[config.mk]
export PLATFORM = sky130hd
export DESIGN_NAME = osp_queue
export DESIGN_NICKNAME = d
export VERILOG_FILES = /design/src/rtl/osp_pkg.sv /design/src/rtl/osp_queue.sv
export SDC_FILE = /design/constraint.sdc
export NUM_CORES = 1
export LEC_CHECK = 0
export BUFFER_PORTS_ARGS = -buffer_cell sky130_fd_sc_hd__buf_4
export CORE_ASPECT_RATIO = 0.75
export CORE_UTILIZATION = 40
export CTS_BUF_LIST = sky130_fd_sc_hd__clkbuf_8 sky130_fd_sc_hd__clkbuf_16
export CTS_CLUSTER_SIZE = 28
export DETAILED_ROUTE_END_ITERATION = 12
export SETUP_SLACK_MARGIN = 0.5
export SLEW_MARGIN = 20
export SYNTH_ARGS = -nofsm -noshare
export SYNTH_HDL_FRONTEND = slang
export SYNTH_SLANG_ARGS = --single-unit
[constraint.sdc]
create_clock -name clk -period 1.7 [get_ports clk]
set_input_delay 0.17 -clock clk [delete_from_list [all_inputs] [get_ports clk]]
set_output_delay 0.17 -clock clk [all_outputs]
set_load 0.03 [all_outputs]
[src/rtl/osp_pkg.sv]
// shared types and constants for the oled shadow pixel writer
// no dependencies; imported by the front, queue, back and top level

package osp_pkg;

    // panel defaults (pixels)
    localparam int DEF_PANEL_WIDTH  = 128;
    localparam int DEF_PANEL_HEIGHT = 64;

    // page index width covers up to 128 rows (16 pages of 8 rows)
    localparam int PAGE_W = 4;

    localparam int QUEUE_DEPTH = 2;

    // controller control bytes
    localparam logic [7:0] CTRL_COMMAND = 8'h00;
    localparam logic [7:0] CTRL_DATA    = 8'h40;

    // controller command encodings
    localparam logic [7:0] CMD_PAGE_BASE = 8'hb0;
    localparam logic [7:0] CMD_COL_HIGH  = 8'h10;
    localparam logic [7:0] COL_LOW_MASK  = 8'h0f;

    // beat order of one pixel update
    localparam logic [2:0] BEAT_PAGE_A = 3'd0;
    localparam logic [2:0] BEAT_HIGH_A = 3'd1;
    localparam logic [2:0] BEAT_LOW_A  = 3'd2;
    localparam logic [2:0] BEAT_PAGE_B = 3'd3;
    localparam logic [2:0] BEAT_HIGH_B = 3'd4;
    localparam logic [2:0] BEAT_LOW_B  = 3'd5;
    localparam logic [2:0] BEAT_DATA   = 3'd6;

    // classified pixel request handed from front to back
    typedef struct packed {
        logic [7:0]        column;
        logic [PAGE_W-1:0] page;
        logic [2:0]        bit_sel;
        logic              turn_on;
    } osp_req_t;

    typedef enum logic [1:0] {
        ST_CLEAR,
        ST_IDLE,
        ST_MODIFY,
        ST_EMIT
    } osp_state_t;

endpackage

[src/rtl/osp_queue.sv]
// small request queue between front and back
// depends on osp_pkg

module osp_queue (
    input  logic              clk,
    input  logic              rst_n,
    input  logic              push,
    input  osp_pkg::osp_req_t push_req,
    input  logic              pop,
    output osp_pkg::osp_req_t head,
    output logic              full,
    output logic              empty
);
    import osp_pkg::*;

    localparam int IDX_W = $clog2(QUEUE_DEPTH);
    localparam int CNT_W = $clog2(QUEUE_DEPTH + 1);

    osp_req_t           entry_reg [QUEUE_DEPTH];
    logic [IDX_W-1:0]   wr_ptr_reg;
    logic [IDX_W-1:0]   wr_ptr_next;
    logic [IDX_W-1:0]   rd_ptr_reg;
    logic [IDX_W-1:0]   rd_ptr_next;
    logic [CNT_W-1:0]   count_reg;
    logic [CNT_W-1:0]   count_next;

    assign full  = (count_reg == CNT_W'(QUEUE_DEPTH));
    assign empty = (count_reg == '0);
    assign head  = entry_reg[rd_ptr_reg];

    always_comb
    begin
        wr_ptr_next = wr_ptr_reg;
        rd_ptr_next = rd_ptr_reg;
        count_next  = count_reg;
        if (push)
        begin
            wr_ptr_next = (wr_ptr_reg == IDX_W'(QUEUE_DEPTH - 1)) ? '0 : wr_ptr_reg + 1'b1;
        end
        if (pop)
        begin
            rd_ptr_next = (rd_ptr_reg == IDX_W'(QUEUE_DEPTH - 1)) ? '0 : rd_ptr_reg + 1'b1;
        end
        if (push && !pop)
        begin
            count_next = count_reg + 1'b1;
        end
        else if (pop && !push)
        begin
            count_next = count_reg - 1'b1;
        end
    end

    always_ff @(posedge clk or negedge rst_n)
    begin
        if (!rst_n)
        begin
            wr_ptr_reg <= '0;
            rd_ptr_reg <= '0;
            count_reg  <= '0;
        end
        else
        begin
            wr_ptr_reg <= wr_ptr_next;
            rd_ptr_reg <= rd_ptr_next;
            count_reg  <= count_next;
        end
    end

    always_ff @(posedge clk)
    begin
        if (push)
        begin
            entry_reg[wr_ptr_reg] <= push_req;
        end
    end

endmodule

==> flow_metrics.env <==
export IMPL_status="completed"
export IMPL_power_density_nw_per_um2=1760
export IMPL_largest_reg_flops=32
export IMPL_wl_per_cell_um=14.8
export IMPL_rsz0062_at_grt="yes"
export IMPL_crit_fanout=6
export IMPL_clock_sinks=36
export IMPL_reg2regPathDepth=2
export IMPL_dpl_worst_slack_ps=436
export IMPL_clk_pin_slew_worst_paths_ps=70
export IMPL_p_total_mw=3.43
export IMPL_drive_above_1_share_pct=59.3
export IMPL_holdPathStages=1
export IMPL_cts_tree="yes"
export IMPL_cp_arrival_ps=1350
export IMPL_synthesis_area_um2=1390
export IMPL_power_leakage_nw=0.814
export IMPL_drtAntennaViolNets=0
export IMPL_final_common_cell="edfxtp_1"
export IMPL_grt_start_max_net_pins=17
export IMPL_rows=18
export IMPL_fin_crit_sh_pct=89.3
export IMPL_ys_seq_area_share_pct=76.2
export IMPL_wl_mm=2.35
export IMPL_use_met1_pct=14.5
export IMPL_hp_start="push_req[4]"
export IMPL_min_to="entry_reg[0][4]"
export IMPL_fill_cells=255
export IMPL_fin_setup_tns_ps=0
export IMPL_hold_violations=0
export IMPL_hp_class="input pin to register"
export IMPL_ys_seq_elements=36
export IMPL_peakVddDrop_mv=0.850
export IMPL_fmax_ghz=0.659
export IMPL_finalSetupViolCount=0
export IMPL_postSynthAreaPerCell_um2=21.1
export IMPL_syn_inst=66
export IMPL_syn_nets=87
export IMPL_crit_path_end_kind="primary output"
export IMPL_drt_iter0_markers=18
export IMPL_mostFrequentLayoutCells="edfxtp_1, buf_4, buf_6"
export IMPL_final_nets=138
export IMPL_dr_pass1_iters=4
export IMPL_grt_ovfl_total=0
export IMPL_critPathLaunchType="register"
export IMPL_finalClockSkew_ps=6.90
export IMPL_initial_core_util_pct=42.1
export IMPL_die_h_um=53.1
export IMPL_drv_cap=0
export IMPL_num_io_pins=38
export IMPL_post_dp_cell_area_um2=1720
export IMPL_clockBufferDepth=2
export IMPL_cts_buffers=5
export IMPL_core_area_um2=3310
export IMPL_grt_pass1_wl_mm=3.42
export IMPL_grt_busiest_layer="met2"
export IMPL_yosysWarnings=0
export IMPL_vias=740
export IMPL_clk_latency_ps=290
export IMPL_use_met2_pct=21.2
export IMPL_syn_to_final_growth_pct=40.3
export IMPL_r2r_setup_slack_ps=580
export IMPL_grtUsageTotal_pct=13.6
export IMPL_htree_levels=2
export IMPL_fin_ws_ps=182
export IMPL_period_needed_ps=1520
export IMPL_slew_headroom_pct=84.7
export IMPL_fin_area_um2=1950
export IMPL_antenna_found_initial=0
export IMPL_gp_congestion=0.713
export IMPL_slew_viol_final=0
export IMPL_worstMarginPinSlew_ps=230
export IMPL_port_buffers=37
export IMPL_diodes=0
export IMPL_die_area_um2=3720
export IMPL_first_global_vias=750
export IMPL_critPathRequiredTime_ps=1530
export IMPL_crit_type="register to primary output"
export IMPL_r2r_start="wr_ptr_reg"
export IMPL_r2r_end="entry_reg[1][13]"
export IMPL_whs_ps=63.4
export IMPL_drc=0
export IMPL_synth_distinct_cells=13
export IMPL_grtUsageMet3_pct=6.86
export IMPL_hpwl_mm=1.49
export IMPL_cts_root_buffer="clkbuf_8"
export IMPL_die_w_um=70.1
export IMPL_viasPerCell=4.68
[cells by family (layout without fill, tap and decap cells)]
kind of cell  after synthesis  in the layout  share of synthesized area (%)
flops                      36             36                           76.2
mux                        16             16                           15.4
xor+xnor                    5              5                           3.14
simple gates                5              5                           1.89
buf+inv                     3             55                           2.52
fa+ha+maj                   1              1                          0.898
[report_power, final]
group	leakage [nW]	total [mW]	switching (mW)	internal, mW
Combinational	0.422	1.59	0.779	0.810
Clock	0.0453	0.564	0.286	0.277
Sequential	0.346	1.28	0.0914	1.19
[synthesized netlist by cell type]
cell type   n  area (um2)
ha_1        1        12.5
inv_1       1        3.75
buf_12      1        20.0
edfxtp_1   32         961
nor2b_1     2        12.5
mux2_2      7        78.8
buf_6       1        11.3
dfrtp_1     4         100
xnor2_1     1        8.76
and2_1      1        6.26
nor2_1      2        7.51
xor2_1      4        35.0
mux2_4      9         135
[critical path, cell delays in order (launching register included)]
cell and delay [ps]:
dfrtp_2 440, clkbuf_16 170, mux2_4 300, buf_6 140
[final cells by class]
type                       instances  area [um2]  share of cell area, %
clock inverter                     3        13.8                  0.704
clock buffer                       5        68.8                   3.52
sequential                        36        1060                   54.4
tap                               40        50.0                   2.56
inverter                           1        3.75                  0.192
timing repair buffer              46         437                   22.3
multi-input combinational         27         319                   16.3
[timing repair]
action / CTS / global route
hold buffers: 1 / 0
gates resized for setup: 2 / 22
setup buffers: 3 / 1
cloned: 0 / 1
hold endpoints to repair: 4 / 0
endpoints found under the setup margin: 32 / 17
[stage by stage]
step,instances,utilization (%)
after floorplan,66,-
after global placement,144,51.9
after detailed placement,144,51.9
after CTS,156,55.6
after global routing,158,59.0
final,158,59.0
[worst max-delay path by stage]
| stage | start | endpoint | cells past startpoint |
|---|---|---|---|
| after global placement | rd_ptr_reg | head[2] | 3 |
| after CTS | rd_ptr_reg | head[2] | 3 |
| after global routing | rd_ptr_reg | head[2] | 3 |
| after floorplan | wr_ptr_reg | entry_reg[1][0] | 1 |
| final | rd_ptr_reg | head[5] | 3 |
| after detailed placement | rd_ptr_reg | head[2] | 3 |
[metal layers]
metal  up-vias  part of all wire (%)
met5         -                     0
met4         0                   2.1
met3         6                   8.1
met2        25                    48
met1       361                    42
li1        348                     -
(Power assumes the default switching activity.)
